==> config.mk <==
export PLATFORM = sky130hd
export DESIGN_NAME = sliding_window_receiver_flat
export DESIGN_NICKNAME = d
export VERILOG_FILES = /design/src/rtl/swr_pkg.sv /design/src/rtl/swr_in_if.sv /design/src/rtl/swr_out_if.sv /design/src/rtl/sliding_window_receiver.sv /design/src/flat_wrapper.sv
export SDC_FILE = /design/constraint.sdc
export NUM_CORES = 1
export LEC_CHECK = 0
export BUFFER_PORTS_ARGS = -buffer_cell sky130_fd_sc_hd__buf_4
export CORE_MARGIN = 4
export CORE_UTILIZATION = 39
export DETAILED_ROUTE_END_ITERATION = 10
export PLACE_DENSITY = 0.61
export SLEW_MARGIN = 10
export SYNTH_ARGS = -nofsm -noshare
export SYNTH_HDL_FRONTEND = slang
export SYNTH_SLANG_ARGS = --single-unit
==> constraint.sdc <==
create_clock -name i_clk -period 8.2 [get_ports i_clk]
set_input_delay 1.64 -clock i_clk [delete_from_list [all_inputs] [get_ports i_clk]]
set_output_delay 1.64 -clock i_clk [all_outputs]
set_load 0.005 [all_outputs]
==> src/rtl/swr_pkg.sv <==
`default_nettype none
package swr_pkg;
    localparam int KIND_W = 2;
    localparam int SEQ_W  = 32;
    localparam int LEN_W  = 11;
    localparam int SLOT_W = 4;
    localparam int CFG_W  = 5;

    localparam logic [KIND_W-1:0] KIND_DATA = 2'd0;
    localparam logic [KIND_W-1:0] KIND_END  = 2'd1;

    localparam logic RES_DELIVER = 1'b0;
    localparam logic RES_ACK     = 1'b1;

    localparam logic CFG_WINDOW_SIZE = 1'b0;
    localparam logic CFG_ACK_MODE    = 1'b1;

    localparam logic [CFG_W-1:0] WINDOW_SIZE_RESET = 5'd16;
endpackage
`default_nettype wire

==> src/rtl/swr_in_if.sv <==
`default_nettype none
interface swr_in_if;
    logic                        valid;
    logic                        ready;
    logic [swr_pkg::KIND_W-1:0]  kind;
    logic [swr_pkg::SEQ_W-1:0]   seq_num;
    logic [swr_pkg::LEN_W-1:0]   payload_length;
    logic                        checksum_ok;
    modport source (output valid, kind, seq_num, payload_length, checksum_ok, input ready);
    modport sink   (input valid, kind, seq_num, payload_length, checksum_ok, output ready);
endinterface
`default_nettype wire

==> src/rtl/swr_out_if.sv <==
`default_nettype none
interface swr_out_if;
    logic                        valid;
    logic                        ready;
    logic                        result_kind;
    logic [swr_pkg::SEQ_W-1:0]   seq_out;
    logic [swr_pkg::LEN_W-1:0]   length_out;
    logic [swr_pkg::SLOT_W-1:0]  slot;
    logic [swr_pkg::SEQ_W-1:0]   total_bytes;
    logic                        session_end;
    logic                        last;
    modport source (output valid, result_kind, seq_out, length_out, slot, total_bytes,
                    session_end, last, input ready);
    modport sink   (input valid, result_kind, seq_out, length_out, slot, total_bytes,
                    session_end, last, output ready);
endinterface
`default_nettype wire

==> src/rtl/sliding_window_receiver.sv <==
`default_nettype none
// Receive side of a selective-repeat window. One packet header is taken per transfer,
// only while the block is idle. An in-window data packet first runs a bit-serial modulo
// of its sequence number by the window size to find its slot, then writes its length
// into the slot memory. If it is the expected packet, each marked slot of the run is
// read from memory and then delivered, and one acknowledgement follows. End packets go
// straight to the acknowledgement; dropped packets give no result. Results leave through
// an output register, so a stalled sink holds the sequencer but not the input side of
// an idle block.
module sliding_window_receiver #(
    parameter int MAX_WINDOW = 16
) (
    input  wire logic                       i_clk,
    input  wire logic                       i_rst_n,
    swr_in_if.sink                          i_pkt,
    swr_out_if.source                       o_res,
    input  wire logic                       i_cfg_we,
    input  wire logic                       i_cfg_idx,
    input  wire logic [swr_pkg::CFG_W-1:0]  i_cfg_data
);
    import swr_pkg::*;

    localparam int WW = $clog2(MAX_WINDOW + 1);
    localparam int SW = (MAX_WINDOW > 1) ? $clog2(MAX_WINDOW) : 1;

    typedef enum logic [5:0] {
        S_IDLE  = 6'b000001,
        S_MOD   = 6'b000010,
        S_WRITE = 6'b000100,
        S_RD    = 6'b001000,
        S_OUT   = 6'b010000,
        S_ACK   = 6'b100000
    } t_state;

    t_state                r_state, n_state;
    logic [CFG_W-1:0]      r_wsize;
    logic                  r_amode;
    logic [MAX_WINDOW-1:0] r_marks, n_marks;
    logic [SEQ_W-1:0]      r_base, n_base;
    logic [SEQ_W-1:0]      r_total, n_total;
    logic [KIND_W-1:0]     r_kind;
    logic [SEQ_W-1:0]      r_seq;
    logic [LEN_W-1:0]      r_len;
    logic [WW-1:0]         r_rem, n_rem;
    logic [4:0]            r_cnt, n_cnt;
    logic [SW-1:0]         r_s, n_s;
    logic [SEQ_W:0]        r_j, n_j;

    logic [LEN_W-1:0]      r_mem [MAX_WINDOW];
    logic [LEN_W-1:0]      r_rd;
    logic                  mem_we, mem_re;

    logic                  r_ov;
    logic                  r_okind, r_oend, r_olast;
    logic [SEQ_W-1:0]      r_oseq, r_ototal;
    logic [LEN_W-1:0]      r_olen;
    logic [SLOT_W-1:0]     r_oslot;
    logic                  emit, out_free;
    logic                  e_kind, e_end, e_last;
    logic [SEQ_W-1:0]      e_seq, e_total;
    logic [LEN_W-1:0]      e_len;
    logic [SLOT_W-1:0]     e_slot;

    logic [WW-1:0]         w;
    logic [SEQ_W:0]        top;
    logic                  accept;
    logic [WW:0]           trial;
    logic [SEQ_W:0]        sum;

    always_comb begin
        if (r_wsize == '0) begin
            w = WW'(1);
        end else if ({1'b0, r_wsize} > 6'(MAX_WINDOW)) begin
            w = WW'(MAX_WINDOW);
        end else begin
            w = WW'(r_wsize);
        end
    end

    assign top      = {1'b0, r_base} + (SEQ_W + 1)'(w);
    assign accept   = i_pkt.valid && i_pkt.ready;
    assign out_free = !r_ov || o_res.ready;
    assign i_pkt.ready = (r_state == S_IDLE);
    assign trial    = {r_rem, r_seq[~r_cnt]};
    assign sum      = {1'b0, r_total} + (SEQ_W + 1)'(r_rd);

    always_comb begin
        n_state = r_state;
        n_marks = r_marks;
        n_base  = r_base;
        n_total = r_total;
        n_rem   = r_rem;
        n_cnt   = r_cnt;
        n_s     = r_s;
        n_j     = r_j;
        mem_we  = 1'b0;
        mem_re  = 1'b0;
        emit    = 1'b0;
        e_kind  = RES_ACK;
        e_seq   = r_seq;
        e_len   = '0;
        e_slot  = '0;
        e_total = r_total;
        e_end   = 1'b0;
        e_last  = 1'b1;
        case (r_state)
            S_IDLE: begin
                if (accept) begin
                    if (i_pkt.kind == KIND_END) begin
                        n_state = S_ACK;
                    end else if (i_pkt.kind == KIND_DATA && i_pkt.checksum_ok
                                 && i_pkt.seq_num >= r_base
                                 && {1'b0, i_pkt.seq_num} < top) begin
                        n_state = S_MOD;
                        n_rem   = '0;
                        n_cnt   = '0;
                    end
                end
            end
            S_MOD: begin
                if (trial >= {1'b0, w}) begin
                    n_rem = WW'(trial - {1'b0, w});
                end else begin
                    n_rem = WW'(trial);
                end
                n_cnt = r_cnt + 5'd1;
                if (r_cnt == 5'd31) begin
                    n_state = S_WRITE;
                end
            end
            S_WRITE: begin
                mem_we = 1'b1;
                n_marks[SW'(r_rem)] = 1'b1;
                n_s = SW'(r_rem);
                n_j = {1'b0, r_seq};
                n_state = (r_seq == r_base) ? S_RD : S_ACK;
            end
            S_RD: begin
                if (r_j < top && !r_j[SEQ_W] && r_marks[r_s]) begin
                    mem_re  = 1'b1;
                    n_state = S_OUT;
                end else begin
                    n_base  = r_j[SEQ_W-1:0];
                    n_state = S_ACK;
                end
            end
            S_OUT: begin
                emit    = 1'b1;
                e_kind  = RES_DELIVER;
                e_seq   = r_j[SEQ_W-1:0];
                e_len   = r_rd;
                e_slot  = SLOT_W'(r_s);
                e_total = sum[SEQ_W] ? '1 : sum[SEQ_W-1:0];
                e_last  = 1'b0;
                if (out_free) begin
                    n_total = e_total;
                    n_marks[r_s] = 1'b0;
                    n_j = r_j + 1'b1;
                    n_s = (WW'(r_s) + WW'(1) == w) ? '0 : r_s + SW'(1);
                    n_state = S_RD;
                end
            end
            S_ACK: begin
                emit = 1'b1;
                if (r_kind == KIND_END) begin
                    e_end = 1'b1;
                end else if (!r_amode) begin
                    e_seq = r_base;
                end
                if (out_free) begin
                    if (r_kind == KIND_END) begin
                        n_marks = '0;
                        n_total = '0;
                    end
                    n_state = S_IDLE;
                end
            end
            default: begin
                n_state = S_IDLE;
            end
        endcase
    end

    always_ff @(posedge i_clk) begin
        if (!i_rst_n) begin
            r_state <= S_IDLE;
            r_wsize <= WINDOW_SIZE_RESET;
            r_amode <= 1'b0;
            r_marks <= '0;
            r_base  <= '0;
            r_total <= '0;
            r_ov    <= 1'b0;
        end else begin
            r_state <= n_state;
            r_marks <= n_marks;
            r_base  <= n_base;
            r_total <= n_total;
            if (i_cfg_we && i_cfg_idx == CFG_WINDOW_SIZE) begin
                r_wsize <= i_cfg_data;
            end
            if (i_cfg_we && i_cfg_idx == CFG_ACK_MODE) begin
                r_amode <= i_cfg_data[0];
            end
            if (emit && out_free) begin
                r_ov <= 1'b1;
            end else if (o_res.ready) begin
                r_ov <= 1'b0;
            end
        end
    end

    always_ff @(posedge i_clk) begin
        r_rem <= n_rem;
        r_cnt <= n_cnt;
        r_s   <= n_s;
        r_j   <= n_j;
        if (accept) begin
            r_kind <= i_pkt.kind;
            r_seq  <= i_pkt.seq_num;
            r_len  <= i_pkt.payload_length;
        end
        if (emit && out_free) begin
            r_okind  <= e_kind;
            r_oseq   <= e_seq;
            r_olen   <= e_len;
            r_oslot  <= e_slot;
            r_ototal <= e_total;
            r_oend   <= e_end;
            r_olast  <= e_last;
        end
    end

    always_ff @(posedge i_clk) begin
        if (mem_we) begin
            r_mem[SW'(r_rem)] <= r_len;
        end
        if (mem_re) begin
            r_rd <= r_mem[r_s];
        end
    end

    assign o_res.valid       = r_ov;
    assign o_res.result_kind = r_okind;
    assign o_res.seq_out     = r_oseq;
    assign o_res.length_out  = r_olen;
    assign o_res.slot        = r_oslot;
    assign o_res.total_bytes = r_ototal;
    assign o_res.session_end = r_oend;
    assign o_res.last        = r_olast;
endmodule
`default_nettype wire

==> src/flat_wrapper.sv <==
// flat-port wrapper written by rule: the top's interface ports become plain ports
module sliding_window_receiver_flat import swr_pkg::*;
#(
    parameter int MAX_WINDOW = 16
)
  (i_clk, i_rst_n, i_cfg_we, i_cfg_idx, i_cfg_data, i_pkt_valid, i_pkt_kind, i_pkt_seq_num, i_pkt_payload_length, i_pkt_checksum_ok, i_pkt_ready, o_res_valid, o_res_result_kind, o_res_seq_out, o_res_length_out, o_res_slot, o_res_total_bytes, o_res_session_end, o_res_last, o_res_ready);
  swr_in_if i_pkt_i ();
  swr_out_if o_res_i ();
  input  wire logic i_clk;
  input  wire logic i_rst_n;
  input  wire logic i_cfg_we;
  input  wire logic i_cfg_idx;
  input  wire logic [swr_pkg::CFG_W-1:0] i_cfg_data;
  input wire logic [$bits(i_pkt_i.valid)-1:0] i_pkt_valid;
  input wire logic [$bits(i_pkt_i.kind)-1:0] i_pkt_kind;
  input wire logic [$bits(i_pkt_i.seq_num)-1:0] i_pkt_seq_num;
  input wire logic [$bits(i_pkt_i.payload_length)-1:0] i_pkt_payload_length;
  input wire logic [$bits(i_pkt_i.checksum_ok)-1:0] i_pkt_checksum_ok;
  output wire logic [$bits(i_pkt_i.ready)-1:0] i_pkt_ready;
  output wire logic [$bits(o_res_i.valid)-1:0] o_res_valid;
  output wire logic [$bits(o_res_i.result_kind)-1:0] o_res_result_kind;
  output wire logic [$bits(o_res_i.seq_out)-1:0] o_res_seq_out;
  output wire logic [$bits(o_res_i.length_out)-1:0] o_res_length_out;
  output wire logic [$bits(o_res_i.slot)-1:0] o_res_slot;
  output wire logic [$bits(o_res_i.total_bytes)-1:0] o_res_total_bytes;
  output wire logic [$bits(o_res_i.session_end)-1:0] o_res_session_end;
  output wire logic [$bits(o_res_i.last)-1:0] o_res_last;
  input wire logic [$bits(o_res_i.ready)-1:0] o_res_ready;
  assign i_pkt_i.valid = i_pkt_valid;
  assign i_pkt_i.kind = i_pkt_kind;
  assign i_pkt_i.seq_num = i_pkt_seq_num;
  assign i_pkt_i.payload_length = i_pkt_payload_length;
  assign i_pkt_i.checksum_ok = i_pkt_checksum_ok;
  assign i_pkt_ready = i_pkt_i.ready;
  assign o_res_valid = o_res_i.valid;
  assign o_res_result_kind = o_res_i.result_kind;
  assign o_res_seq_out = o_res_i.seq_out;
  assign o_res_length_out = o_res_i.length_out;
  assign o_res_slot = o_res_i.slot;
  assign o_res_total_bytes = o_res_i.total_bytes;
  assign o_res_session_end = o_res_i.session_end;
  assign o_res_last = o_res_i.last;
  assign o_res_i.ready = o_res_ready;
  sliding_window_receiver #(.MAX_WINDOW(MAX_WINDOW)) u_core (.i_clk(i_clk), .i_rst_n(i_rst_n), .i_pkt(i_pkt_i), .o_res(o_res_i), .i_cfg_we(i_cfg_we), .i_cfg_idx(i_cfg_idx), .i_cfg_data(i_cfg_data));
endmodule
==> summary.md <==
| Metric | Value |
|---|---|
| WHS Endpoint | u_core.r_marks[12] |
| Leakage power | 9.428 nW |
| Psw | 0.001442 W |
| CORE AREA | 59020 um2 |
| Slew @ Worst Pin | 1.223 ns |
| FF-to-FF setup slack | roughly 2.4 ns |
| GRT Util Overall | 19.73% |
| Reg power frac | 50.3% |
| Synth Flop Type | edfxtp_1 |
| Worst R2R End | u_core.r_rd[0] |
| Largest net degree at the start of global routing | 82 |
| Crit Reg-Reg Startpoint | u_core.r_wsize[2] |
| Syn nets | 2149 |
| Post-Syn Instances | 1968 |
| Worst r2r path cells | 21 |
| CTS tree | done |
| Vias in the first global route | 16220 |
| Initial antenna violation count | 0 |
| Max IR drop VDD | 0.1773 mV |
| P&R area growth vs syn | 14.95% |
| Vias per std cell | 5.620 |
| Crit path top cell by count | nor2_1 |
| Routed via count | 16330 |
| Worst Path Arrival | 6.09 ns |
| Mean cell area of the mapped netlist | ~12 um2 |
| Wire length per cell | 22.08 um |
| Routed WL | 64.15 mm |
| CP max stage delay | 0.50 ns |
| H-tree depth | 2 |
| Critical path's slowest cell | nor2_1 |
| Die area | 63530 um2 |
| Initial drt markers | 1649 |
| Post-synthesis sequential area ratio | 54.55% |
| Top-area cell type share of the netlist area | 46.54% |
| Yosys reg bits | 453 |
| Post-route ant nets | 0 |
| Power Internal | 0.004198 W |
| Final min period | 5.831 ns |
| Logic gate share of total power | around a tenth |
| Port Buffers | 140 |
| Final worst-path cycle share | 71.11% |
| Post-CTS Hold Fix Bufs | 0 |
| Cell with the most instances after synthesis | edfxtp_1 |
| Synthesized cell area | 23230 um2 |
| Pwr dens | about 210 nW/um2 |
| Post-layout util | 45.24% |
| Startpoint types | flop |
| Setup-failing EPs final | 0 |
| Outcome | finished, final reports clean |
| Gpl congestion | 0.9189 |
| Num ports | 141 |
| Syn. warnings | 0 |
| WP data required | 8.45 ns |
| Worst slew margin | 18.48% |
| Final Hold Viols | 0 |
| Root buffer cell | clkbuf_16 |
| TritonCTS Buffers | 50 |
| Clock network power share | between 40% and 50% |
| Switch share | 25.57% |
| Critical Path, Cell by Cell | nor3_1 > nor2_1 > nor2_1 > ha_1 > inv_1 > fa_1 > nor2b_1 > o31a_1 > nor2_1 > nor2_1 > nand3_1 > inv_1 > nand4_1 > ha_1 > a211o_1 > a21oi_1 > o21ai_2 > a2111oi_4 > o211a_4 > o21bai_1 > inv_1 |
| Hold WC Path Type | flop to flop |
| Post-synth top area cell | edfxtp_1 |
| Final clock skew | 0.05245 ns |
| Asr flop ratio synth | 0% |
| Chip Width | 252.1 um |
| Chip height | 252.1 um |
| Fmax | 171.5 MHz |
| Synth top cells by count | edfxtp_1, nand2_1, a21oi_1 |
| Tot Pwr | around 0.0056 W |
| Crit Path Class | flop to flop |
| Initial Utilization | 39.36% |
| N_diodes | 0 |
| Post-CTS setup buffer count | 0 |
| CTS sink cnt | approximately 450 |
| Clock Tree Buf Depth | 3 |
| # fillers | 5373 |
| CP max FO | 33 |
| Number of core rows | 89 |
| Final net count | about 2300 |
| Final Max Tran Viols | 0 |
| Pre-antenna DRT Iters | 8 |
| Clk Latency, worst-skew pair | 0.63 ns |
| Cts repair resizes | 0 |
| CTS clock-pin slew for the worst setup and hold paths | 0.06 ns |
| CP Capture Type | flop |
| Hold path startpoint | u_core.r_marks[12] |
| MaxCap Viol Count | 0 |
| Distinct cells, synth | between 80 and 90 |
| Hpwl dp | 44.30 mm |
| DRC errors left | 0 |
| RSZ-0062 raised after global routing | no |
| Largest cells by area after synthesis | edfxtp_1, dfxtp_1, mux4_2 |
| First-pass GRT wire length | 97.92 mm |
| Layout cells sized above 1 | between 10% and 20% |
| WHS Path Cells | 2 |
| Setup TNS | 0 ns |
| Post-synth EDFFs | 360 |
| GRT overflow | 0 |
[routing by layer]
layer  vias up  part of all wire (%)  GRT usage (%)
li1       7661                     -              -
met1      7989                    44          27.96
met2       582                    47          32.16
met3        93                   6.8          3.216
met4         0                   2.1          4.540
met5         -                     0              0
[worst max-delay path, delay by kind of cell, from the launching register on]
| family | cells | cell delay, ns |
|---|---|---|
| buffers and inverters | 3 | 0.53 |
| DFF | 1 | 0.34 |
| adders and majority gates | 3 | 0.98 |
| and+or+nand+nor | 8 | 1.54 |
| AOI/OAI and AO/OA | 7 | 2.09 |
[cells by family (layout without fill, tap and decap cells)]
kind of cell               after synthesis  count (layout)  synth area share [%]
and+or+nand+nor                        574             574                 11.78
muxes                                   79              79                 7.147
DFF                                    453             453                 54.55
AOI/OAI and AO/OA                      466             466                 12.55
buffers and inverters                  166             330                 3.119
adders and majority gates              124             124                 6.776
xor gates and xnor gates               106             106                 4.077
[stage by stage]
stage,hold slack (ns),setup slack (ns),cell area [um2],cells
6_report,0.4759,2.369,26700,2905
3_5_place_dp,0.4642,2.381,25040,2813
2_1_floorplan,0.4370,2.013,23230,1968
5_1_grt,0.5047,1.896,26700,2905
3_3_place_gp,0.4573,2.522,25040,2813
4_1_cts,0.4728,2.322,26700,2905
[worst max-delay path by stage]
stage	slack, ns	from	cells after the start	to
2_1_floorplan	2.01	o_res_ready	2	u_core.o_res.length_out[0]
3_3_place_gp	2.52	u_core.r_wsize[4]	21	u_core.r_rd[6]
3_5_place_dp	2.38	u_core.r_wsize[2]	20	u_core.r_cnt[1]
4_1_cts	2.32	u_core.r_wsize[2]	20	u_core.r_rem[0]
5_1_grt	1.90	u_core.r_wsize[2]	20	u_core.r_cnt[0]
6_report	2.37	u_core.r_wsize[2]	21	u_core.r_rd[0]
[registers in the layout (all words and copies together) (netlist names), 6 cells and up]
name                      count
u_core.o_res.seq_out         32
u_core.o_res.total_bytes     32
u_core.r_state                6
u_core.r_len                 11
u_core.o_res.length_out      11
u_core.r_marks               16
u_core.r_seq                 32
u_core.r_mem                176
u_core.r_total               32
u_core.r_j                   33
u_core.r_base                32
u_core.r_rd                  11
[placed cells by master (no fill, tap or decap), types with 50 or more instances in the layout]
master / instances
a21oi_1: 131
buf_4: 169
clkbuf_16: 50
dfxtp_1: 93
edfxtp_1: 360
ha_1: 121
inv_1: 66
mux4_2: 69
nand2_1: 202
nand3_1: 74
nor2_1: 112
o21ai_0: 124
xnor2_1: 51
xor2_1: 54
[layout make-up]
| type | instances | area, um2 | share of cell area [%] |
|---|---|---|---|
| inverters | 69 | 260.3 | 0.9746 |
| clock inverters | 29 | 354.1 | 1.326 |
| multi-input cells | 1349 | 9869 | 36.96 |
| repair buffers | 169 | 1269 | 4.751 |
| flip-flops and latches | 453 | 12670 | 47.46 |
| well taps | 773 | 967.2 | 3.622 |
| clock buffers | 63 | 1310 | 4.906 |
[power groups by stage]
stage	clock network, W	registers [W]	logic (W)
after floorplan	0	0.00282	0.000317
after global placement	0	0.00288	0.000528
after detailed placement	0	0.00288	0.000534
after CTS	0.00231	0.00284	0.000537
after global routing	0.00241	0.00285	0.000587
final	0.00227	0.00284	0.000532
No activity file was read; power rests on OpenSTA's default activity.
